==> src/design/qpe_pkg.sv <==
// shared types, constants and helpers for the quadrature phase emulator
package qpe_pkg;

  localparam int ENCODERS      = 2;
  localparam int FRACTION_BITS = 14;
  localparam int PIN_COUNT     = 5;
  localparam int POS_W         = 32;
  localparam int SUM_W         = POS_W + 2;
  localparam int LIMIT_W       = 16;
  localparam int ENC_W         = (ENCODERS > 1) ? $clog2(ENCODERS) : 1;
  localparam int ADDR_W        = 5;
  localparam int DATA_W        = 32;
  localparam int REG_IDX_W     = 3;

  // register indexes, also the pin order in pin_level and pin_changed
  localparam logic [REG_IDX_W-1:0] REG_ROUTE_UP      = 3'd0;
  localparam logic [REG_IDX_W-1:0] REG_ROUTE_DOWN    = 3'd1;
  localparam logic [REG_IDX_W-1:0] REG_ROUTE_LEFT    = 3'd2;
  localparam logic [REG_IDX_W-1:0] REG_ROUTE_RIGHT   = 3'd3;
  localparam logic [REG_IDX_W-1:0] REG_ROUTE_TRIGGER = 3'd4;

  localparam logic OP_UPDATE = 1'b0;
  localparam logic OP_TICK   = 1'b1;

  // one whole quadrature step in position units
  localparam logic signed [POS_W-1:0] ONE_STEP = 32'sd1 <<< FRACTION_BITS;
  localparam logic signed [SUM_W-1:0] POS_MAX  = 34'sd2147483647;

  localparam logic [4:0] PINS_HIGH = 5'h1F;

  // pin routing: bit2 encoder number, bit1 phase select, bit0 encoder mode
  typedef struct packed {
    logic enc;
    logic phase;
    logic mode;
  } route_t;

  typedef route_t [PIN_COUNT-1:0] route_set_t;

  // tick results handed back to the top level
  typedef struct packed {
    logic [PIN_COUNT-1:0] levels;
    logic [PIN_COUNT-1:0] changed;
  } pin_result_t;

  // gray sequence 0, 2, 3, 1; phase picks the bit
  function automatic logic gray_bit(input logic [1:0] step, input logic phase);
    logic [1:0] g;
    begin
      unique case (step)
        2'd0: g = 2'd0;
        2'd1: g = 2'd2;
        2'd2: g = 2'd3;
        2'd3: g = 2'd1;
        default: g = 2'd0;
      endcase
      gray_bit = g[phase];
    end
  endfunction

endpackage

==> src/design/qpe_regs.sv <==
// apb routing registers of the quadrature phase emulator
module qpe_regs (
  input  logic                          clk,
  input  logic                          rst,
  input  logic                          psel,
  input  logic                          penable,
  input  logic                          pwrite,
  input  logic [qpe_pkg::ADDR_W-1:0]    paddr,
  input  logic [qpe_pkg::DATA_W-1:0]    pwdata,
  output logic [qpe_pkg::DATA_W-1:0]    prdata,
  output logic                          pready,
  output qpe_pkg::route_set_t           routes
);

  logic [qpe_pkg::REG_IDX_W-1:0] reg_idx;
  logic                          wr_en;

  assign pready  = 1'b1;
  assign reg_idx = paddr[qpe_pkg::ADDR_W-1:2];
  assign wr_en   = psel & penable & pwrite;

  always_ff @(posedge clk) begin
    if (rst) begin
      routes <= '0;
    end else if (wr_en) begin
      unique case (reg_idx)
        qpe_pkg::REG_ROUTE_UP:      routes[0] <= pwdata[2:0];
        qpe_pkg::REG_ROUTE_DOWN:    routes[1] <= pwdata[2:0];
        qpe_pkg::REG_ROUTE_LEFT:    routes[2] <= pwdata[2:0];
        qpe_pkg::REG_ROUTE_RIGHT:   routes[3] <= pwdata[2:0];
        qpe_pkg::REG_ROUTE_TRIGGER: routes[4] <= pwdata[2:0];
        default: ;
      endcase
    end
  end

  always_comb begin
    prdata = '0;
    unique case (reg_idx)
      qpe_pkg::REG_ROUTE_UP:      prdata[2:0] = routes[0];
      qpe_pkg::REG_ROUTE_DOWN:    prdata[2:0] = routes[1];
      qpe_pkg::REG_ROUTE_LEFT:    prdata[2:0] = routes[2];
      qpe_pkg::REG_ROUTE_RIGHT:   prdata[2:0] = routes[3];
      qpe_pkg::REG_ROUTE_TRIGGER: prdata[2:0] = routes[4];
      default:                    prdata      = '0;
    endcase
  end

endmodule

==> src/design/qpe_update.sv <==
// clamped add of a position delta
module qpe_update (
  input  logic signed [qpe_pkg::POS_W-1:0]   pos,
  input  logic signed [qpe_pkg::POS_W-1:0]   delta,
  input  logic        [qpe_pkg::LIMIT_W-1:0] limit_steps,
  output logic signed [qpe_pkg::POS_W-1:0]   pos_next
);

  logic signed [qpe_pkg::SUM_W-1:0] sum;
  logic signed [qpe_pkg::SUM_W-1:0] bound;
  logic signed [qpe_pkg::SUM_W-1:0] clamped;

  always_comb begin
    // sum kept two bits wider so it never wraps
    sum   = $signed({{2{pos[qpe_pkg::POS_W-1]}}, pos})
          + $signed({{2{delta[qpe_pkg::POS_W-1]}}, delta});
    bound = $signed({{(qpe_pkg::SUM_W - qpe_pkg::LIMIT_W){1'b0}}, limit_steps})
            <<< qpe_pkg::FRACTION_BITS;
    if (bound > qpe_pkg::POS_MAX) begin
      bound = qpe_pkg::POS_MAX;
    end
    clamped = sum;
    if (clamped > bound) begin
      clamped = bound;
    end
    if (clamped < -bound) begin
      clamped = -bound;
    end
    pos_next = clamped[qpe_pkg::POS_W-1:0];
  end

endmodule

==> src/design/qpe_tick.sv <==
// one timer tick: step each encoder that holds a whole step and rewrite the pins routed to it
module qpe_tick (
  input  logic signed [qpe_pkg::POS_W-1:0]     pos      [qpe_pkg::ENCODERS],
  input  logic        [1:0]                    step     [qpe_pkg::ENCODERS],
  input  qpe_pkg::route_set_t                  routes,
  input  logic        [qpe_pkg::PIN_COUNT-1:0] levels,
  output logic signed [qpe_pkg::POS_W-1:0]     pos_next [qpe_pkg::ENCODERS],
  output logic        [1:0]                    step_next[qpe_pkg::ENCODERS],
  output qpe_pkg::pin_result_t                 pins
);

  logic [qpe_pkg::ENCODERS-1:0] moved;

  always_comb begin
    for (int e = 0; e < qpe_pkg::ENCODERS; e++) begin
      pos_next[e]  = pos[e];
      step_next[e] = step[e];
      moved[e]     = 1'b0;
      if (pos[e] >= qpe_pkg::ONE_STEP) begin
        pos_next[e]  = pos[e] - qpe_pkg::ONE_STEP;
        step_next[e] = step[e] + 2'd1;
        moved[e]     = 1'b1;
      end else if (pos[e] <= -qpe_pkg::ONE_STEP) begin
        pos_next[e]  = pos[e] + qpe_pkg::ONE_STEP;
        step_next[e] = step[e] - 2'd1;
        moved[e]     = 1'b1;
      end
    end
  end

  // each pin follows at most one encoder, so encoder order does not matter
  always_comb begin
    pins.levels  = levels;
    pins.changed = '0;
    for (int p = 0; p < qpe_pkg::PIN_COUNT; p++) begin
      for (int e = 0; e < qpe_pkg::ENCODERS; e++) begin
        if (routes[p].mode && (routes[p].enc == 1'(e)) && moved[e]) begin
          pins.levels[p]  = qpe_pkg::gray_bit(step_next[e], routes[p].phase);
          pins.changed[p] = 1'b1;
        end
      end
    end
  end

endmodule

==> src/design/quadrature_phase_emulator_core.sv <==
// top level of the quadrature phase emulator
//
// emulates two quadrature encoders on five pins (up, down, left, right,
// trigger). requests arrive on the in_valid / in_ready channel: op selects
// an update (clamped add of delta to one encoder position, 14 fraction
// bits) or a timer tick (each encoder moves at most one quadrature step).
// every request yields exactly one result on out_valid / out_ready with the
// pin levels after the request and the pins rewritten by a tick.
// routing is set through the apb port, one 3-bit register per pin at byte
// address 4*pin; write it only while no request is in flight.
// a request passes the input register, then the result register, with one
// add/compare pass between them. throughput: one request per cycle while
// the receiver keeps taking results.
// a stalled receiver holds the result register; the input register still
// takes one more request, then in_ready drops until the result is taken.
// reset (synchronous, active high) clears positions, steps and routes, sets
// the stored pin levels high and empties both registers.
module quadrature_phase_emulator_core (
  input  logic                               clk,
  input  logic                               rst,
  // request channel
  input  logic                               in_valid,
  output logic                               in_ready,
  input  logic                               op,
  input  logic                               enc_index,
  input  logic signed [31:0]                 delta,
  input  logic        [15:0]                 limit_steps,
  // result channel
  output logic                               out_valid,
  input  logic                               out_ready,
  output logic        [4:0]                  pin_level,
  output logic        [4:0]                  pin_changed,
  // apb configuration
  input  logic                               psel,
  input  logic                               penable,
  input  logic                               pwrite,
  input  logic [qpe_pkg::ADDR_W-1:0]         paddr,
  input  logic [qpe_pkg::DATA_W-1:0]         pwdata,
  output logic [qpe_pkg::DATA_W-1:0]         prdata,
  output logic                               pready
);

  qpe_pkg::route_set_t routes;

  // input register
  logic                                 s1_valid;
  logic                                 s1_op;
  logic [qpe_pkg::ENC_W-1:0]            s1_enc;
  logic signed [qpe_pkg::POS_W-1:0]     s1_delta;
  logic [qpe_pkg::LIMIT_W-1:0]          s1_limit;

  // encoder state
  logic signed [qpe_pkg::POS_W-1:0]     position [qpe_pkg::ENCODERS];
  logic [1:0]                           quad_step[qpe_pkg::ENCODERS];
  logic [qpe_pkg::PIN_COUNT-1:0]        pin_levels;

  // compute results
  logic signed [qpe_pkg::POS_W-1:0]     upd_pos_next;
  logic signed [qpe_pkg::POS_W-1:0]     tick_pos_next [qpe_pkg::ENCODERS];
  logic [1:0]                           tick_step_next[qpe_pkg::ENCODERS];
  qpe_pkg::pin_result_t                 tick_pins;

  logic accept;
  logic out_free;
  logic advance;
  logic enc_in_range;

  // result register frees when empty or being taken
  assign out_free     = !out_valid || out_ready;
  assign advance      = s1_valid && out_free;
  assign in_ready     = !s1_valid || out_free;
  assign accept       = in_valid && in_ready;
  assign enc_in_range = (32'(s1_enc) < 32'(qpe_pkg::ENCODERS));

  qpe_regs u_regs (
    .clk     (clk),
    .rst     (rst),
    .psel    (psel),
    .penable (penable),
    .pwrite  (pwrite),
    .paddr   (paddr),
    .pwdata  (pwdata),
    .prdata  (prdata),
    .pready  (pready),
    .routes  (routes)
  );

  qpe_update u_update (
    .pos         (position[s1_enc]),
    .delta       (s1_delta),
    .limit_steps (s1_limit),
    .pos_next    (upd_pos_next)
  );

  qpe_tick u_tick (
    .pos       (position),
    .step      (quad_step),
    .routes    (routes),
    .levels    (pin_levels),
    .pos_next  (tick_pos_next),
    .step_next (tick_step_next),
    .pins      (tick_pins)
  );

  // input register
  always_ff @(posedge clk) begin
    if (rst) begin
      s1_valid <= 1'b0;
    end else if (accept) begin
      s1_valid <= 1'b1;
    end else if (advance) begin
      s1_valid <= 1'b0;
    end
  end

  always_ff @(posedge clk) begin
    if (accept) begin
      s1_op    <= op;
      s1_enc   <= enc_index;
      s1_delta <= delta;
      s1_limit <= limit_steps;
    end
  end

  // encoder state advances when the request moves into the result register
  always_ff @(posedge clk) begin
    if (rst) begin
      for (int e = 0; e < qpe_pkg::ENCODERS; e++) begin
        position[e]  <= '0;
        quad_step[e] <= '0;
      end
      pin_levels <= qpe_pkg::PINS_HIGH;
    end else if (advance) begin
      if (s1_op == qpe_pkg::OP_TICK) begin
        for (int e = 0; e < qpe_pkg::ENCODERS; e++) begin
          position[e]  <= tick_pos_next[e];
          quad_step[e] <= tick_step_next[e];
        end
        pin_levels <= tick_pins.levels;
      end else if (enc_in_range) begin
        position[s1_enc] <= upd_pos_next;
      end
    end
  end

  // result register
  always_ff @(posedge clk) begin
    if (rst) begin
      out_valid <= 1'b0;
    end else if (advance) begin
      out_valid <= 1'b1;
    end else if (out_ready) begin
      out_valid <= 1'b0;
    end
  end

  always_ff @(posedge clk) begin
    if (advance) begin
      if (s1_op == qpe_pkg::OP_TICK) begin
        pin_level   <= tick_pins.levels;
        pin_changed <= tick_pins.changed;
      end else begin
        // updates leave the pins alone
        pin_level   <= pin_levels;
        pin_changed <= '0;
      end
    end
  end

endmodule
==> config.mk <==
export PLATFORM = sky130hd
export DESIGN_NAME = quadrature_phase_emulator_core
export DESIGN_NICKNAME = d
export VERILOG_FILES = /design/src/design/qpe_pkg.sv /design/src/design/qpe_regs.sv /design/src/design/qpe_update.sv /design/src/design/qpe_tick.sv /design/src/design/quadrature_phase_emulator_core.sv
export SDC_FILE = /design/constraint.sdc
export NUM_CORES = 1
export LEC_CHECK = 0
export ABC_AREA = 1
export BUFFER_PORTS_ARGS = -buffer_cell sky130_fd_sc_hd__buf_2
export CORE_MARGIN = 3
export CORE_UTILIZATION = 52
export CTS_BUF_LIST = sky130_fd_sc_hd__clkbuf_16
export DETAILED_ROUTE_END_ITERATION = 6
export PLACE_DENSITY_LB_ADDON = 0.25
export SLEW_MARGIN = 20
export SYNTH_ARGS = -nofsm -noshare
export SYNTH_HDL_FRONTEND = slang
export SYNTH_SLANG_ARGS = --single-unit
export TNS_END_PERCENT = 50
==> constraint.sdc <==
create_clock -name clk -period 11.2 [get_ports clk]
set_input_delay 1.12 -clock clk [delete_from_list [all_inputs] [get_ports clk]]
set_output_delay 1.12 -clock clk [all_outputs]
set_load 0.1 [all_outputs]
== Word-level counts from Yosys, hierarchy flattened ==
Index checks and enable logic that the tools add are counted.

* Flip-flop bits (word level): 150
* Bits of input ports: 94
* Output and inout port bits: 45
* Logic and storage cells: 182

* $add $sub $neg: 10
* $lt $le $gt $ge: 14
* Equal/unequal tests: 12
* Multiplexer cells: 70
* Bitwise operators: 8
* Reduce and logical (&&, ||, !) cells: 40

{| class="wikitable"
|+ Operators with widths
! cell !! count
|-
| $mux W32 || 9
|-
| $add A32 B16 Y32 const B || 2
|-
| $bwmux W64 || 1
|-
| $ge A32 B16 Y1 const B || 2
|-
| $le A32 B15 Y1 const B || 2
|-
| $mux W64 || 1
|-
| $sub A32 B16 Y32 const B || 2
|-
| $mux W1 || 48
|-
| $gt A34 B34 Y1 || 1
|-
| $lt A34 B34 Y1 || 1
|-
| $mux W34 || 1
|-
| $neg A31 Y34 || 1
|-
| $add A32 B32 Y33 || 1
|-
| $demux W32 S1 || 1
|-
| $gt A30 B31 Y1 const B || 1
|-
| $mux W31 || 1
|-
| $logic_and A1 B1 Y1 || 23
|-
| $pmux W2 S4 || 2
|-
| $reduce_and A2 Y1 || 8
|-
| $pmux W3 S5 || 1
|-
| $lt A1 B2 Y1 const B || 5
|-
| $eq A2 B2 Y1 const B || 4
|-
| $mux W2 || 4
|-
| $eq A3 B2 Y1 const B || 2
|-
| 17 further kinds || 30
|}

== Longest topological paths before layout ==
Gate-level depths: netlist of run 1.

* Depth in word-level cells: 11
* Depth in mapped cells: 55
* Gate-level depth less buffers: 53

== By module ==
A second synthesis of run 1 with hierarchy kept.

* Cell total of the unflattened synthesis: 2294
* Area total of the unflattened synthesis: 14204.9 µm²

{| class="wikitable"
|+ By module, submodules not included
! module !! instances !! cells an instance !! area each (µm²) !! seq. area each (µm²)
|-
| quadrature_phase_emulator_core || 1 || 834 || 6062.1 || 3303.2
|-
| qpe_update || 1 || 768 || 4196.5 || 0.0
|-
| qpe_tick || 1 || 522 || 2797.7 || 0.0
|-
| qpe_regs || 1 || 170 || 1148.6 || 300.3
|}

== Least setup slack after synthesis of run 1 ==
OpenSTA, ideal clock, no wires.

* Kind: register to register
* Start: register s1_enc
* End: register position[20] (netlist name)
* Library setup time: 0.070 ns
* Data arrival time: 6.107 ns
* Required time: 11.130 ns
* Path slack: 5.023 ns
* Cell stages (with the launch flop): 49
* Path buffers: 5
* Period minus slack after synthesis: 6.177 ns
* Cells stage by stage: edfxtp_1 > clkbuf_1 > inv_1 > clkbuf_1 > nand2_1 > nand2_1 > ha_1 > inv_1 > fa_1 > inv_1 > nand3_1 > nand2_1 > nand3_1 > nand3_1 > nand2_1 > nand2_2 > nand2_1 > nand2_1 > [... 13 more ...] > nand2_1 > ha_1 > a21oi_1 > nor2_1 > nor3b_1 > nand2_1 > nand2_1 > nand2_1 > nand2_1 > nand2_1 > nand2_1 > nand3_1 > nand2_1 > clkinv_1 > clkbuf_1 > nand2_1 > nand3_1 > a21oi_1

* Longest elaborated chain between the ends: 11
* Elaborated cells on any way between the ends: 16
* Classes of those cells: 1 x add/sub; 4 x order compare; 9 x mux; 1 x bitwise; 1 x reduce/logical

{| class="wikitable"
|+ RTL lines
! what !! line !! source
|-
| from (decl) || quadrature_phase_emulator_core.sv:48 || <nowiki>logic [qpe_pkg::ENC_W-1:0] s1_enc;</nowiki>
|-
| from (signal assigned) || quadrature_phase_emulator_core.sv:119 || <nowiki>s1_enc <= enc_index;</nowiki>
|-
| $not A1 Y2 (implied by the code) (*) || quadrature_phase_emulator_core.sv:89, quadrature_phase_emulator_core.sv:141 ||
|-
| $mux W32 (implied by the code) (3 in a row) || quadrature_phase_emulator_core.sv:89 || <nowiki>.pos (position[s1_enc]),</nowiki>
|-
| $add A32 B32 Y33 || qpe_update.sv:16 || <nowiki>+ $signed({{2{delta[qpe_pkg::POS_W-1]}}, delta});</nowiki>
|-
| $gt A34 B34 Y1 || qpe_update.sv:23 || <nowiki>if (clamped > bound) begin</nowiki>
|-
| $mux W34 || qpe_update.sv:23 ||
|-
| $lt A34 B34 Y1 || qpe_update.sv:26 || <nowiki>if (clamped < -bound) begin</nowiki>
|-
| $mux W32 || qpe_update.sv:26 ||
|-
| $bwmux W64 (*) || quadrature_phase_emulator_core.sv:141 || <nowiki>position[s1_enc] <= upd_pos_next;</nowiki>
|-
| $mux W64 (*) || quadrature_phase_emulator_core.sv:134 || <nowiki>if (s1_op == qpe_pkg::OP_TICK) begin</nowiki>
|-
| to (signal, indexed assignment) || quadrature_phase_emulator_core.sv:136 || <nowiki>position[e] <= tick_pos_next[e];</nowiki>
|-
| to (signal, indexed assignment) || quadrature_phase_emulator_core.sv:141 ||
|-
| to (decl) || quadrature_phase_emulator_core.sv:53 || <nowiki>logic signed [qpe_pkg::POS_W-1:0] position [qpe_pkg::ENCODERS];</nowiki>
|}

Mark *: on every way between the ends. The rest lies on a longest branch, timed or not. The select of a mux whose other input is x is not followed.
A chain may end at the register's enable or synchronous reset.

== Final worst setup path of run 1 ==
* Start: register s1_enc
* End: register position[40] (netlist name)

Same word-level chain as after synthesis.

==> report_table.html, run 1 <==
<table>
<tr><th>Metric</th><th>Value</th></tr>
<tr><th colspan="2">Clock network</th></tr>
<tr><td>CTS sink count</td><td>150</td></tr>
<tr><td>CTS tree</td><td>yes</td></tr>
<tr><td>Worst-path clk slew</td><td>approximately 70 ps</td></tr>
<tr><td>Hold-fix buffers, CTS</td><td>0</td></tr>
<tr><td>Max Buffers Root-to-Sink</td><td>2</td></tr>
<tr><td>Worst-skew pair later-pin latency</td><td>approximately 440 ps</td></tr>
<tr><td>Setup fix buffers added after clock tree synthesis</td><td>0</td></tr>
<tr><td>H-tree depth</td><td>4</td></tr>
<tr><td>Clock buffers created by TritonCTS</td><td>17</td></tr>
<tr><td>Quantity of gates resized following cts</td><td>0</td></tr>
<tr><td>Root buffer selected by CTS</td><td>clkbuf_16</td></tr>
<tr><th colspan="2">STA</th></tr>
<tr><td>Setup TNS Final</td><td>0 ps</td></tr>
<tr><td>Pin slew with the least headroom to its limit</td><td>around 970 ps</td></tr>
<tr><td>Peak clock frequency supported by timing</td><td>approximately 110 MHz</td></tr>
<tr><td>Clock Skews</td><td>about 12 ps</td></tr>
<tr><td>Final number of max-transition violations</td><td>0</td></tr>
<tr><td>Setup-violating endpoint count in the final report</td><td>0</td></tr>
<tr><td>Worst max-slew margin expressed relative to the limit</td><td>between 30% and 40%</td></tr>
<tr><td>Final cycle utilization of the critical path</td><td>around four fifths</td></tr>
<tr><td>Unrepaired setup endpoints after global routing</td><td>no</td></tr>
<tr><td>Number of hold violations in the final report</td><td>0</td></tr>
<tr><td>Clock period minus final worst setup slack</td><td>9140 ps</td></tr>
<tr><th colspan="2">Placed design</th></tr>
<tr><td>Post-detailed-placement half-perimeter wirelength</td><td>about 27 mm</td></tr>
<tr><td>Count of input and output buffers</td><td>between 70 and 80</td></tr>
<tr><td>RD Place Congestion</td><td>around 0.96</td></tr>
<tr><th colspan="2">Route</th></tr>
<tr><td>First-pass DRT Iterations</td><td>6</td></tr>
<tr><td>DR iter-0 viols</td><td>918</td></tr>
<tr><td>DR DRC count</td><td>0</td></tr>
<tr><td>Vias per std cell</td><td>5.54</td></tr>
<tr><td>DRT Wirelength</td><td>35.4 mm</td></tr>
<tr><td>Overall via count from detail_route</td><td>approximately 12k</td></tr>
<tr><td>Drt wl/cell</td><td>16.2 um</td></tr>
<tr><td>Antenna-violating nets left</td><td>0</td></tr>
<tr><th colspan="2">Floorplanning</th></tr>
<tr><td>Die Span X</td><td>158 um</td></tr>
<tr><td># IOs</td><td>between 100 and 150</td></tr>
<tr><td>Die Outline Area</td><td>between 20,000 and 25,000 um^2</td></tr>
<tr><td>Chip Height</td><td>around 160 um</td></tr>
<tr><td>Core box area</td><td>between 20,000 and 25,000 um^2</td></tr>
<tr><td>Row cnt</td><td>55</td></tr>
<tr><td>Initial Util</td><td>a little over half</td></tr>
<tr><th colspan="2">Run status</th></tr>
<tr><td>Run status</td><td>finished, final reports clean</td></tr>
<tr><th colspan="2">Power and ir drop</th></tr>
<tr><td>Clock network power share</td><td>a little under a third</td></tr>
<tr><td>IR drop worst, VDD</td><td>~0.077 mV</td></tr>
<tr><td>Register share of total power</td><td>between 30 and 40%</td></tr>
<tr><td>Static Leak</td><td>0.00615 uW</td></tr>
<tr><td>Int Power</td><td>roughly 1200 uW</td></tr>
<tr><td>Combinational cell fraction of total power</td><td>between 30% and 40%</td></tr>
<tr><td>Total power per unit cell area</td><td>between 150 and 200 nW/um^2</td></tr>
<tr><td>Switching power total</td><td>835 uW</td></tr>
<tr><td>Switching part of the total</td><td>approximately 42%</td></tr>
<tr><th colspan="2">Flow run</th></tr>
<tr><td>Number of maximum-capacitance violations</td><td>0</td></tr>
<tr><th colspan="2">Logic synthesis</th></tr>
<tr><td>Count of distinct cell types in the synthesized netlist</td><td>between 50 and 60</td></tr>
<tr><td>Post-synthesis sequential area ratio</td><td>approximately 30%</td></tr>
<tr><td>Warning count from the yosys run</td><td>0</td></tr>
<tr><td>Average size of a mapped cell</td><td>approximately 6.6 um^2</td></tr>
<tr><td>Cell taking the most area after synthesis</td><td>dfxtp_1</td></tr>
<tr><td>Share of the synthesized area in the top cell type</td><td>around 15%</td></tr>
<tr><td>Top area cells in the synthesized netlist</td><td>dfxtp_1 15%, edfxtp_1 15%, nand2_1 14%</td></tr>
<tr><td>Total of flip-flops plus latches after synthesis</td><td>150</td></tr>
<tr><td>Post-synthesis cell area</td><td>about 12,000 um^2</td></tr>
<tr><td>Synthesized instance count</td><td>between 1.5k and 2k</td></tr>
<tr><th colspan="2">Global route</th></tr>
<tr><td>Number of global-route vias before repair</td><td>roughly 11k</td></tr>
<tr><td>Overall track demand over capacity in global routing</td><td>~28%</td></tr>
<tr><td>Maximum number of pins on one net before global-route repair</td><td>slightly above 80</td></tr>
<tr><td>Global-route wire length before repair</td><td>~56 mm</td></tr>
<tr><td>Grt ovf</td><td>0</td></tr>
<tr><td>Initial antenna violation count</td><td>1</td></tr>
<tr><th colspan="2">Layout</th></tr>
<tr><td>Post-Route Utilization</td><td>between 50% and 60%</td></tr>
<tr><td>Most common library cell in the layout ignoring fill and taps</td><td>nand2_1</td></tr>
<tr><td>Final Net Count</td><td>2,053</td></tr>
<tr><td>Area grow syn2layout</td><td>8.69%</td></tr>
<tr><td>Most used cells in the layout excluding fill and tap cells</td><td>446 x nand2_1, 200 x inv_1, 180 x nor2_1, 180 x o21ai_0, 168 x a21oi_1</td></tr>
<tr><td>Fraction of layout cells with a size suffix above 1</td><td>roughly 8.6%</td></tr>
<tr><td>Antenna diode count</td><td>0</td></tr>
<tr><td>Number of fill cells</td><td>between 2k and 2.5k</td></tr>
<tr><td>Flip-flop and latch area</td><td>3600 um^2</td></tr>
<tr><td>Area of the multi-input gates</td><td>a little over 7000 um^2</td></tr>
<tr><th colspan="2">Setup path</th></tr>
<tr><td>Worst path required time</td><td>about 12,000 ps</td></tr>
<tr><td>Most frequent CP cell</td><td>nand2_1</td></tr>
<tr><td>Flop2flop setup slack</td><td>slightly above 2000 ps</td></tr>
<tr><td>Path type of the worst setup path</td><td>flip-flop to flip-flop</td></tr>
<tr><td>Category of the worst setup path capture point</td><td>flip-flop</td></tr>
<tr><td>Master of the slowest instance on the critical path</td><td>clkinv_1</td></tr>
<tr><td>Arrival time at the worst endpoint</td><td>9510 ps</td></tr>
<tr><td>Cell depth of the worst flop-to-flop path</td><td>42</td></tr>
<tr><td>Critical Path Source Type</td><td>flip-flop</td></tr>
<tr><td>Critical path peak fanout</td><td>53</td></tr>
<tr><td>Delay contributed by the slowest stage of the critical path</td><td>about 830 ps</td></tr>
<tr><th colspan="2">Min path</th></tr>
<tr><td>Hold crit path type</td><td>flip-flop to flip-flop</td></tr>
<tr><td>Min-Delay Path Depth</td><td>2</td></tr>
</table>
[power by group through the flow]
stage | Combinational (uW) | Clock [uW] | Sequential, uW
after CTS | 740 | 610 | 634
final | 751 | 600 | 636
after floorplan | 573 | 0 | 644
after detailed placement | 736 | 0 | 646
after global routing | 843 | 629 | 640
after global placement | 725 | 0 | 646
[Yosys cell counts, drive strengths merged]
cell and instances:
a31oi 1, inv 208, o211ai 3, o21bai 4, nand3 153, a221oi 3
ha 80, and2 4, o41ai 1, edfxtp 60, fa 1, buf 44
nand4 17, nand2 457, or2 11, dfxtp 90, a21boi 7, a21o 1
a21oi 171, conb 2, o21ai 183, o22ai 7, nor3b 1, o32ai 1
a211oi 4, and3 3, xnor2 4, nor3 29, nor2 186, xor2 33
o221ai 1, clkbuf 42, nor4 14, clkinv 3, nand3b 3
[cell type report]
type                    count  area share (%)
clock buffers              18            3.45
well taps                 285            2.73
inverters                 211            6.09
clock inverters            14            1.15
flip-flops and latches    150            27.6
repair buffers             85            3.41
multi-input cells        1413            55.6
[cell families (layout without fill, tap and decap cells)]
family,after synthesis,after routing,synth area share (%)
adder cells (fa/ha/maj),81,81,8.49
AND/OR/NAND/NOR,878,878,31.4
XOR/XNOR,37,37,2.70
AO/OA/AOI/OAI,387,387,16.9
other,2,30,0.0625
buffers and inverters,297,328,10.5
flip-flops,150,150,30.0
[worst max-delay path, delay by kind of cell, from the launching register on]
family                   cells  cell delay, ps
AO/OA/AOI/OAI                9            1580
XOR/XNOR                     1             250
adder cells (fa/ha/maj)      4            1690
buffers and inverters        4            1770
flip-flops                   1             320
AND/OR/NAND/NOR             24            3420
[per-stage QoR]
| step | total power, uW | worst slack [ps] | hold WS, ps | instances | area, um^2 |
|---|---|---|---|---|---|
| final | 1990 | 2060 | 476 | 2176 | 13100 |
| after detailed placement | 1380 | 2280 | 460 | 2144 | 12500 |
| after global routing | 2110 | 1470 | 511 | 2176 | 13100 |
| after floorplan | 1220 | 5020 | 441 | 1860 | 12100 |
| after global placement | 1370 | 2340 | 450 | 2144 | 12500 |
| after CTS | 1990 | 2230 | 479 | 2176 | 13100 |
[routing by layer]
metal / GRT usage [%] / vias to the layer above / part of all wire, %
met5: 0 / - / 0.037
met4: 8.32 / 2 / 2.2
met3: 4.40 / 52 / 6.7
met2: 47.0 / 422 / 46
met1: 38.6 / 5444 / 45
li1: - / 6137 / -
[path summary, 6_finish.rpt]
check                                   from                         end
setup / recovery            s1_enc$_DFFE_PP_   position[40]$_SDFFE_PP0P_
hold / removal    pin_levels[0]$_SDFFE_PP1P_  pin_levels[0]$_SDFFE_PP1P_
setup reg to reg            s1_enc$_DFFE_PP_   position[40]$_SDFFE_PP0P_
hold reg to reg   pin_levels[0]$_SDFFE_PP1P_  pin_levels[0]$_SDFFE_PP1P_
[state kept, by name, summed over array words and instances, names as in the netlist, 4 cells and up]
| name | cells |
|---|---|
| position | 64 |
| s1_delta | 32 |
| s1_limit | 16 |
| u_regs.routes | 15 |
| pin_changed | 5 |
| pin_level | 5 |
| pin_levels | 5 |
| quad_step | 4 |
Note: power is estimated with default switching activity, not from simulation.
==> run 2: changes to the inputs <==
==> constraint.sdc (replaced) <==
create_clock -name clk -period 8.3 [get_ports clk]
set_input_delay 0.83 -clock clk [delete_from_list [all_inputs] [get_ports clk]]
set_output_delay 0.83 -clock clk [all_outputs]
set_load 0.1 [all_outputs]
==> run 2 against run 1 <==
Compared with the run above:
- die area unchanged
- largest power group unchanged
- worst setup slack worse by 1100 ps
- clock power increased by 33%
- register-to-register slack worse by 1100 ps
==> report_table.html, run 2 (same netlist as run 1, synthesis figures left out) <==
<table>
<tr><th>Metric</th><th>Value</th></tr>
<tr><th colspan="2">Run status</th></tr>
<tr><td>Run status</td><td>finished, final reports clean</td></tr>
<tr><th colspan="2">Setup path</th></tr>
<tr><td>Arrival time at the worst endpoint</td><td>around 7700 ps</td></tr>
<tr><td>Category of the worst setup path capture point</td><td>flip-flop</td></tr>
<tr><td>Critical path peak fanout</td><td>29</td></tr>
<tr><td>Master of the slowest instance on the critical path</td><td>o21ai_0</td></tr>
<tr><td>Path type of the worst setup path</td><td>flip-flop to flip-flop</td></tr>
<tr><td>Delay contributed by the slowest stage of the critical path</td><td>670 ps</td></tr>
<tr><td>Critical Path Source Type</td><td>flip-flop</td></tr>
<tr><td>Worst path required time</td><td>between 8000 and 9000 ps</td></tr>
<tr><td>Most frequent CP cell</td><td>nand2_1</td></tr>
<tr><th colspan="2">Route</th></tr>
<tr><td>Antenna-violating nets left</td><td>0</td></tr>
<tr><td>Vias per std cell</td><td>between 5 and 6</td></tr>
<tr><td>DR iter-0 viols</td><td>about 1.1k</td></tr>
<tr><td>DR DRC count</td><td>0</td></tr>
<tr><td>First-pass DRT Iterations</td><td>6</td></tr>
<tr><td>Drt wl/cell</td><td>16.3 um</td></tr>
<tr><td>Overall via count from detail_route</td><td>around 12k</td></tr>
<tr><td>DRT Wirelength</td><td>~35 mm</td></tr>
<tr><th colspan="2">Placed design</th></tr>
<tr><td>Post-detailed-placement half-perimeter wirelength</td><td>27.5 mm</td></tr>
<tr><td>Standard cell area after detailed placement</td><td>around 13,000 um^2</td></tr>
<tr><td>RD Place Congestion</td><td>between 0.9 and 1</td></tr>
<tr><td>Count of input and output buffers</td><td>77</td></tr>
<tr><th colspan="2">Layout</th></tr>
<tr><td>Fraction of layout cells with a size suffix above 1</td><td>around 9%</td></tr>
<tr><td>Most used cells in the layout excluding fill and tap cells</td><td>446 x nand2_1, 200 x inv_1, 180 x o21ai_0, 178 x nor2_1, 168 x a21oi_1</td></tr>
<tr><td>Summed area of non-filler cells in the final layout</td><td>roughly 13,000 um^2</td></tr>
<tr><td>Number of flip-flops in the largest register</td><td>between 60 and 70</td></tr>
<tr><td>Area grow syn2layout</td><td>8.85%</td></tr>
<tr><td>Biggest registers after layout</td><td>position x64, s1_delta x32, s1_limit x16</td></tr>
<tr><td>Final Net Count</td><td>2,057</td></tr>
<tr><td>Post-Route Utilization</td><td>57.6%</td></tr>
<tr><td>Most common library cell in the layout ignoring fill and taps</td><td>nand2_1</td></tr>
<tr><td>Antenna diode count</td><td>0</td></tr>
<tr><td>Register ranked first by flip-flop count</td><td>position</td></tr>
<tr><th colspan="2">STA</th></tr>
<tr><td>Pin slew with the least headroom to its limit</td><td>~1000 ps</td></tr>
<tr><td>Peak clock frequency supported by timing</td><td>136 MHz</td></tr>
<tr><td>Unrepaired setup endpoints after global routing</td><td>no</td></tr>
<tr><td>Worst max-slew margin expressed relative to the limit</td><td>~33%</td></tr>
<tr><td>Number of hold violations in the final report</td><td>0</td></tr>
<tr><td>Setup TNS Final</td><td>0 ps</td></tr>
<tr><td>Final number of max-transition violations</td><td>0</td></tr>
<tr><td>Clock Skews</td><td>11.9 ps</td></tr>
<tr><td>Setup-violating endpoint count in the final report</td><td>0</td></tr>
<tr><td>Clock period minus final worst setup slack</td><td>approximately 7300 ps</td></tr>
<tr><td>Final cycle utilization of the critical path</td><td>88.4%</td></tr>
<tr><th colspan="2">Clock network</th></tr>
<tr><td>Setup fix buffers added after clock tree synthesis</td><td>0</td></tr>
<tr><td>CTS tree</td><td>yes</td></tr>
<tr><td>CTS sink count</td><td>150</td></tr>
<tr><td>Max Buffers Root-to-Sink</td><td>2</td></tr>
<tr><td>Worst-path clk slew</td><td>roughly 70 ps</td></tr>
<tr><td>Quantity of gates resized following cts</td><td>0</td></tr>
<tr><td>H-tree depth</td><td>4</td></tr>
<tr><td>Worst-skew pair later-pin latency</td><td>around 440 ps</td></tr>
<tr><td>Hold-fix buffers, CTS</td><td>0</td></tr>
<tr><td>Root buffer selected by CTS</td><td>clkbuf_16</td></tr>
<tr><td>Clock buffers created by TritonCTS</td><td>17</td></tr>
<tr><th colspan="2">Global route</th></tr>
<tr><td>Global-route wire length before repair</td><td>56.1 mm</td></tr>
<tr><td>Overall track demand over capacity in global routing</td><td>between 20% and 30%</td></tr>
<tr><td>Initial antenna violation count</td><td>0</td></tr>
<tr><td>Maximum number of pins on one net before global-route repair</td><td>67</td></tr>
<tr><td>Grt ovf</td><td>0</td></tr>
<tr><td>Number of global-route vias before repair</td><td>around 11k</td></tr>
<tr><th colspan="2">Min path</th></tr>
<tr><td>Hold crit path type</td><td>flip-flop to flip-flop</td></tr>
<tr><th colspan="2">Power and ir drop</th></tr>
<tr><td>IR drop worst, VDD</td><td>between 0.1 and 0.15 mV</td></tr>
<tr><td>Total power per unit cell area</td><td>between 200 and 250 nW/um^2</td></tr>
<tr><td>Static Leak</td><td>0.00617 uW</td></tr>
<tr><th colspan="2">Floorplanning</th></tr>
<tr><td># IOs</td><td>139</td></tr>
<tr><td>Chip Height</td><td>between 150 and 200 um</td></tr>
<tr><td>Row cnt</td><td>55</td></tr>
<tr><td>Initial Util</td><td>a little over half</td></tr>
<tr><td>Core box area</td><td>around 23,000 um^2</td></tr>
<tr><td>Die Outline Area</td><td>between 20,000 and 25,000 um^2</td></tr>
<tr><td>Die Span X</td><td>158 um</td></tr>
<tr><th colspan="2">Flow run</th></tr>
<tr><td>Number of maximum-capacitance violations</td><td>0</td></tr>
</table>
run 2: changes by cell type in the layout (fill, tap and decap cells not counted), sizes merged:
cell / delta
inv: +2
buf: +4
clkbuf: -1
clkinvlp: -1
run 2: path summary, 6_finish.rpt:
kind	startpoint	end	slack, ps	cells past startpoint
setup / recovery	s1_enc$_DFFE_PP_	position[62]$_SDFFE_PP0P_	960	43
hold / removal	pin_levels[0]$_SDFFE_PP1P_	pin_levels[0]$_SDFFE_PP1P_	480	2
hold reg to reg	pin_levels[0]$_SDFFE_PP1P_	pin_levels[0]$_SDFFE_PP1P_	480	2
setup reg to reg	s1_enc$_DFFE_PP_	position[62]$_SDFFE_PP0P_	960	43
run 2: routing by layer:
metal  part of all wire (%)  track usage, %
met2                     46            46.6
met4                    2.9            8.52
met3                    6.4            4.37
met5                      0               0
met1                     45            39.1
run 2: metrics by stage:
stage / cells / total power [uW] / hold WS, ps / setup slack (ps)
6_report: 2180 / 2680 / 477 / 962
5_1_grt: 2180 / 2850 / 508 / 393
4_1_cts: 2180 / 2670 / 486 / 1060
3_5_place_dp: 2148 / 1870 / 464 / 1100
3_3_place_gp: 2148 / 1850 / 452 / 1160
2_1_floorplan: 1860 / 1640 / 441 / 2120
run 2: layout make-up:
| type | instances | area, um^2 |
|---|---|---|
| fill | 2241 | 9620 |
| multi-input combinational | 1413 | 7270 |
| sequential | 150 | 3600 |
| inverter | 211 | 796 |
| timing repair buffer | 89 | 475 |
| clock buffer | 17 | 425 |
| tap | 285 | 357 |
| clock inverter | 15 | 159 |
run 2: where the power goes:
group | switching [uW] | internal (uW)
Combinational | 712 | 305
Sequential | 49.0 | 811
Clock | 372 | 428
Total | 1130 | 1540
run 2: critical path: cells and delay by family, from the launching register on:
| kind | cells | cell delay [ps] |
|---|---|---|
| adders and majority gates | 3 | 910 |
| buffers and inverters | 5 | 970 |
| AOI/OAI and AO/OA | 5 | 1320 |
| DFF | 1 | 460 |
| xor gates and xnor gates | 1 | 170 |
| and+or+nand+nor | 29 | 3370 |
==> run 3: changes to the inputs <==
==> constraint.sdc (replaced) <==
create_clock -name clk -period 6.6 [get_ports clk]
set_input_delay 0.66 -clock clk [delete_from_list [all_inputs] [get_ports clk]]
set_output_delay 0.66 -clock clk [all_outputs]
set_load 0.1 [all_outputs]
==> run 3 against run 2 <==
Compared with the run above:
- register-to-register slack lost 810 ps
- largest cell class unchanged
- worst hold slack lost 83 ps
- count of clock-buffer cells in the layout is the same
- non-clock buffer count grew 113
- critical path type unchanged
- cell area grew 14%
- largest power group unchanged
- worst setup slack lost 810 ps
- wire length grew 7.5%
- clock power grew 26%
==> report_table.html, run 3 (same netlist as run 1, synthesis figures left out) <==
<table>
<tr><th>Metric</th><th>Value</th></tr>
<tr><th colspan="2">Run status</th></tr>
<tr><td>Run status</td><td>finished, final reports clean</td></tr>
<tr><th colspan="2">STA</th></tr>
<tr><td>Peak clock frequency supported by timing</td><td>155 MHz</td></tr>
<tr><td>Worst max-slew margin expressed relative to the limit</td><td>36.5%</td></tr>
<tr><td>Clock period minus final worst setup slack</td><td>~6500 ps</td></tr>
<tr><td>Worst hold margin</td><td>around 400 ps</td></tr>
<tr><td>Final number of max-transition violations</td><td>0</td></tr>
<tr><td>Pin slew with the least headroom to its limit</td><td>about 950 ps</td></tr>
<tr><td>Final cycle utilization of the critical path</td><td>between 90 and 100%</td></tr>
<tr><td>Setup-violating endpoint count in the final report</td><td>0</td></tr>
<tr><td>Clock Skews</td><td>around 10 ps</td></tr>
<tr><td>Setup TNS Final</td><td>0 ps</td></tr>
<tr><td>Number of hold violations in the final report</td><td>0</td></tr>
<tr><th colspan="2">Floorplanning</th></tr>
<tr><td>Chip Height</td><td>between 150 and 200 um</td></tr>
<tr><td>Initial Util</td><td>about 53%</td></tr>
<tr><td>Core box area</td><td>about 23,000 um^2</td></tr>
<tr><td>Die Outline Area</td><td>around 25,000 um^2</td></tr>
<tr><td>Row cnt</td><td>55</td></tr>
<tr><td>Die Span X</td><td>roughly 160 um</td></tr>
<tr><td># IOs</td><td>between 100 and 150</td></tr>
<tr><th colspan="2">Route</th></tr>
<tr><td>DR DRC count</td><td>0</td></tr>
<tr><td>DRT Wirelength</td><td>roughly 38 mm</td></tr>
<tr><td>Overall via count from detail_route</td><td>12.7k</td></tr>
<tr><td>Antenna-violating nets left</td><td>0</td></tr>
<tr><td>Drt wl/cell</td><td>around 17 um</td></tr>
<tr><td>DR iter-0 viols</td><td>~1.2k</td></tr>
<tr><td>Vias per std cell</td><td>5.55</td></tr>
<tr><td>First-pass DRT Iterations</td><td>6</td></tr>
<tr><th colspan="2">Placed design</th></tr>
<tr><td>Post-detailed-placement half-perimeter wirelength</td><td>28.1 mm</td></tr>
<tr><td>Count of input and output buffers</td><td>just under 80</td></tr>
<tr><td>Standard cell area after detailed placement</td><td>between 10,000 and 15,000 um^2</td></tr>
<tr><td>RD Place Congestion</td><td>slightly below 1</td></tr>
<tr><td>Placed Cells</td><td>approximately 2.2k</td></tr>
<tr><th colspan="2">Clock network</th></tr>
<tr><td>CTS sink count</td><td>150</td></tr>
<tr><td>Clock buffers created by TritonCTS</td><td>17</td></tr>
<tr><td>H-tree depth</td><td>4</td></tr>
<tr><td>CTS tree</td><td>yes</td></tr>
<tr><td>Hold-fix buffers, CTS</td><td>0</td></tr>
<tr><td>Worst-skew pair later-pin latency</td><td>430 ps</td></tr>
<tr><td>Max Buffers Root-to-Sink</td><td>2</td></tr>
<tr><td>Root buffer selected by CTS</td><td>clkbuf_16</td></tr>
<tr><td>Worst-path clk slew</td><td>70 ps</td></tr>
<tr><th colspan="2">Setup path</th></tr>
<tr><td>Critical Path Source Type</td><td>flip-flop</td></tr>
<tr><td>Flop2flop setup slack</td><td>~150 ps</td></tr>
<tr><td>Most frequent CP cell</td><td>nand2_2</td></tr>
<tr><td>Path type of the worst setup path</td><td>flip-flop to flip-flop</td></tr>
<tr><td>Delay contributed by the slowest stage of the critical path</td><td>430 ps</td></tr>
<tr><td>Arrival time at the worst endpoint</td><td>around 7000 ps</td></tr>
<tr><td>Worst path required time</td><td>around 7000 ps</td></tr>
<tr><td>Master of the slowest instance on the critical path</td><td>edfxtp_1</td></tr>
<tr><td>Critical path peak fanout</td><td>22</td></tr>
<tr><td>Category of the worst setup path capture point</td><td>flip-flop</td></tr>
<tr><th colspan="2">Global route</th></tr>
<tr><td>Number of global-route vias before repair</td><td>between 10k and 15k</td></tr>
<tr><td>Global-route wire length before repair</td><td>57.7 mm</td></tr>
<tr><td>Met1 track utilization from global routing</td><td>roughly two fifths</td></tr>
<tr><td>Most congested layer reported by global routing</td><td>met2</td></tr>
<tr><td>Overall track demand over capacity in global routing</td><td>between 20 and 30%</td></tr>
<tr><td>Initial antenna violation count</td><td>0</td></tr>
<tr><td>Grt ovf</td><td>0</td></tr>
<tr><td>Global-route track usage on met3</td><td>about 5.2%</td></tr>
<tr><td>Maximum number of pins on one net before global-route repair</td><td>between 80 and 90</td></tr>
<tr><td>Met2 track utilization from global routing</td><td>49.9%</td></tr>
<tr><th colspan="2">Layout</th></tr>
<tr><td>Final Net Count</td><td>roughly 2.2k</td></tr>
<tr><td>Most used cells in the layout excluding fill and tap cells</td><td>396 x nand2_1, 193 x inv_1, 165 x nor2_1, 151 x o21ai_0, 142 x a21oi_1</td></tr>
<tr><td>Fraction of layout cells with a size suffix above 1</td><td>between 20% and 30%</td></tr>
<tr><td>Antenna diode count</td><td>0</td></tr>
<tr><td>Area grow syn2layout</td><td>24.3%</td></tr>
<tr><td>Most common library cell in the layout ignoring fill and taps</td><td>nand2_1</td></tr>
<tr><td>Biggest registers after layout</td><td>position x64, s1_delta x32, s1_limit x16</td></tr>
<tr><td>Cell Count, Final, Fillers Out</td><td>approximately 2.3k</td></tr>
<tr><td>Number of flip-flops in the largest register</td><td>64</td></tr>
<tr><td>Number of fill cells</td><td>about 2.0k</td></tr>
<tr><td>Post-Route Utilization</td><td>around two thirds</td></tr>
<tr><td>Register ranked first by flip-flop count</td><td>position</td></tr>
<tr><td>Summed area of non-filler cells in the final layout</td><td>about 15,000 um^2</td></tr>
<tr><th colspan="2">Power and ir drop</th></tr>
<tr><td>Static Leak</td><td>between 0.006 and 0.007 uW</td></tr>
<tr><td>Total power per unit cell area</td><td>roughly 250 nW/um^2</td></tr>
<tr><td>IR drop worst, VDD</td><td>about 0.13 mV</td></tr>
<tr><th colspan="2">Flow run</th></tr>
<tr><td>Number of maximum-capacitance violations</td><td>0</td></tr>
<tr><th colspan="2">Min path</th></tr>
<tr><td>Hold crit path type</td><td>input port to flip-flop</td></tr>
</table>
## run 3: cell count changes in the layout (fill, tap and decap cells not counted), sizes merged
cell and change:
clkinv -1, nor2 +1, buf +113, bufinv +1
## run 3: cell type report
class                           instances  area (um^2)  area share, %
Sequential cell                       150         3600           24.1
Clock buffer                           17          425           2.85
Tap cell                              285          357           2.39
Multi-Input combinational cell       1414         8150           54.5
Clock inverter                         15          168           1.12
Inverter                              211          798           5.34
Timing Repair Buffer                  202         1450           9.71
## run 3: worst max-delay path, delay by kind of cell (launching register included)
kind,cells,cell delay [ps]
AND/OR/NAND/NOR,27,2800
adder cells (fa/ha/maj),3,770
buffers and inverters,11,1430
XOR/XNOR,1,170
AO/OA/AOI/OAI,5,720
flip-flops,1,430
## run 3: where the power goes
part	total, uW	internal, uW	switching (uW)	leakage, uW
combinational	1620	582	1040	0.00527
clock	1010	569	445	0.000300
sequential	1070	1020	52.3	0.00131
## run 3: layer usage
layer / share of wire (%) / vias up
met5: 0 / -
met3: 6.8 / 70
met1: 43 / 5877
met2: 48 / 432
met4: 2.3 / 0
li1: - / 6357
## run 3: per-stage QoR
step,setup WS (ps),power (uW)
after global placement,47.1,2450
final,150,3700
after global routing,-150,3920
after detailed placement,-188,2480
after floorplan,423,2060
after CTS,38.7,3520
## run 3: final timing paths
| check | startpoint | to | cells after the start |
|---|---|---|---|
| worst max-delay path | s1_enc$_DFFE_PP_ | position[2]$_SDFFE_PP0P_ | 47 |
| worst min-delay path | delta[5] | s1_delta[5]$_DFFE_PP_ | 1 |
| worst max register to register | s1_enc$_DFFE_PP_ | position[2]$_SDFFE_PP0P_ | 47 |
| worst min register to register | pin_levels[1]$_SDFFE_PP1P_ | pin_levels[1]$_SDFFE_PP1P_ | 2 |
## run 3: repair_timing
item | CTS | global route
buffers inserted | 3 | 24
endpoints found under the setup margin | 60 | 64
resized for setup | 19 | 220
pin swaps | 7 | 65
gates cloned | 3 | 0
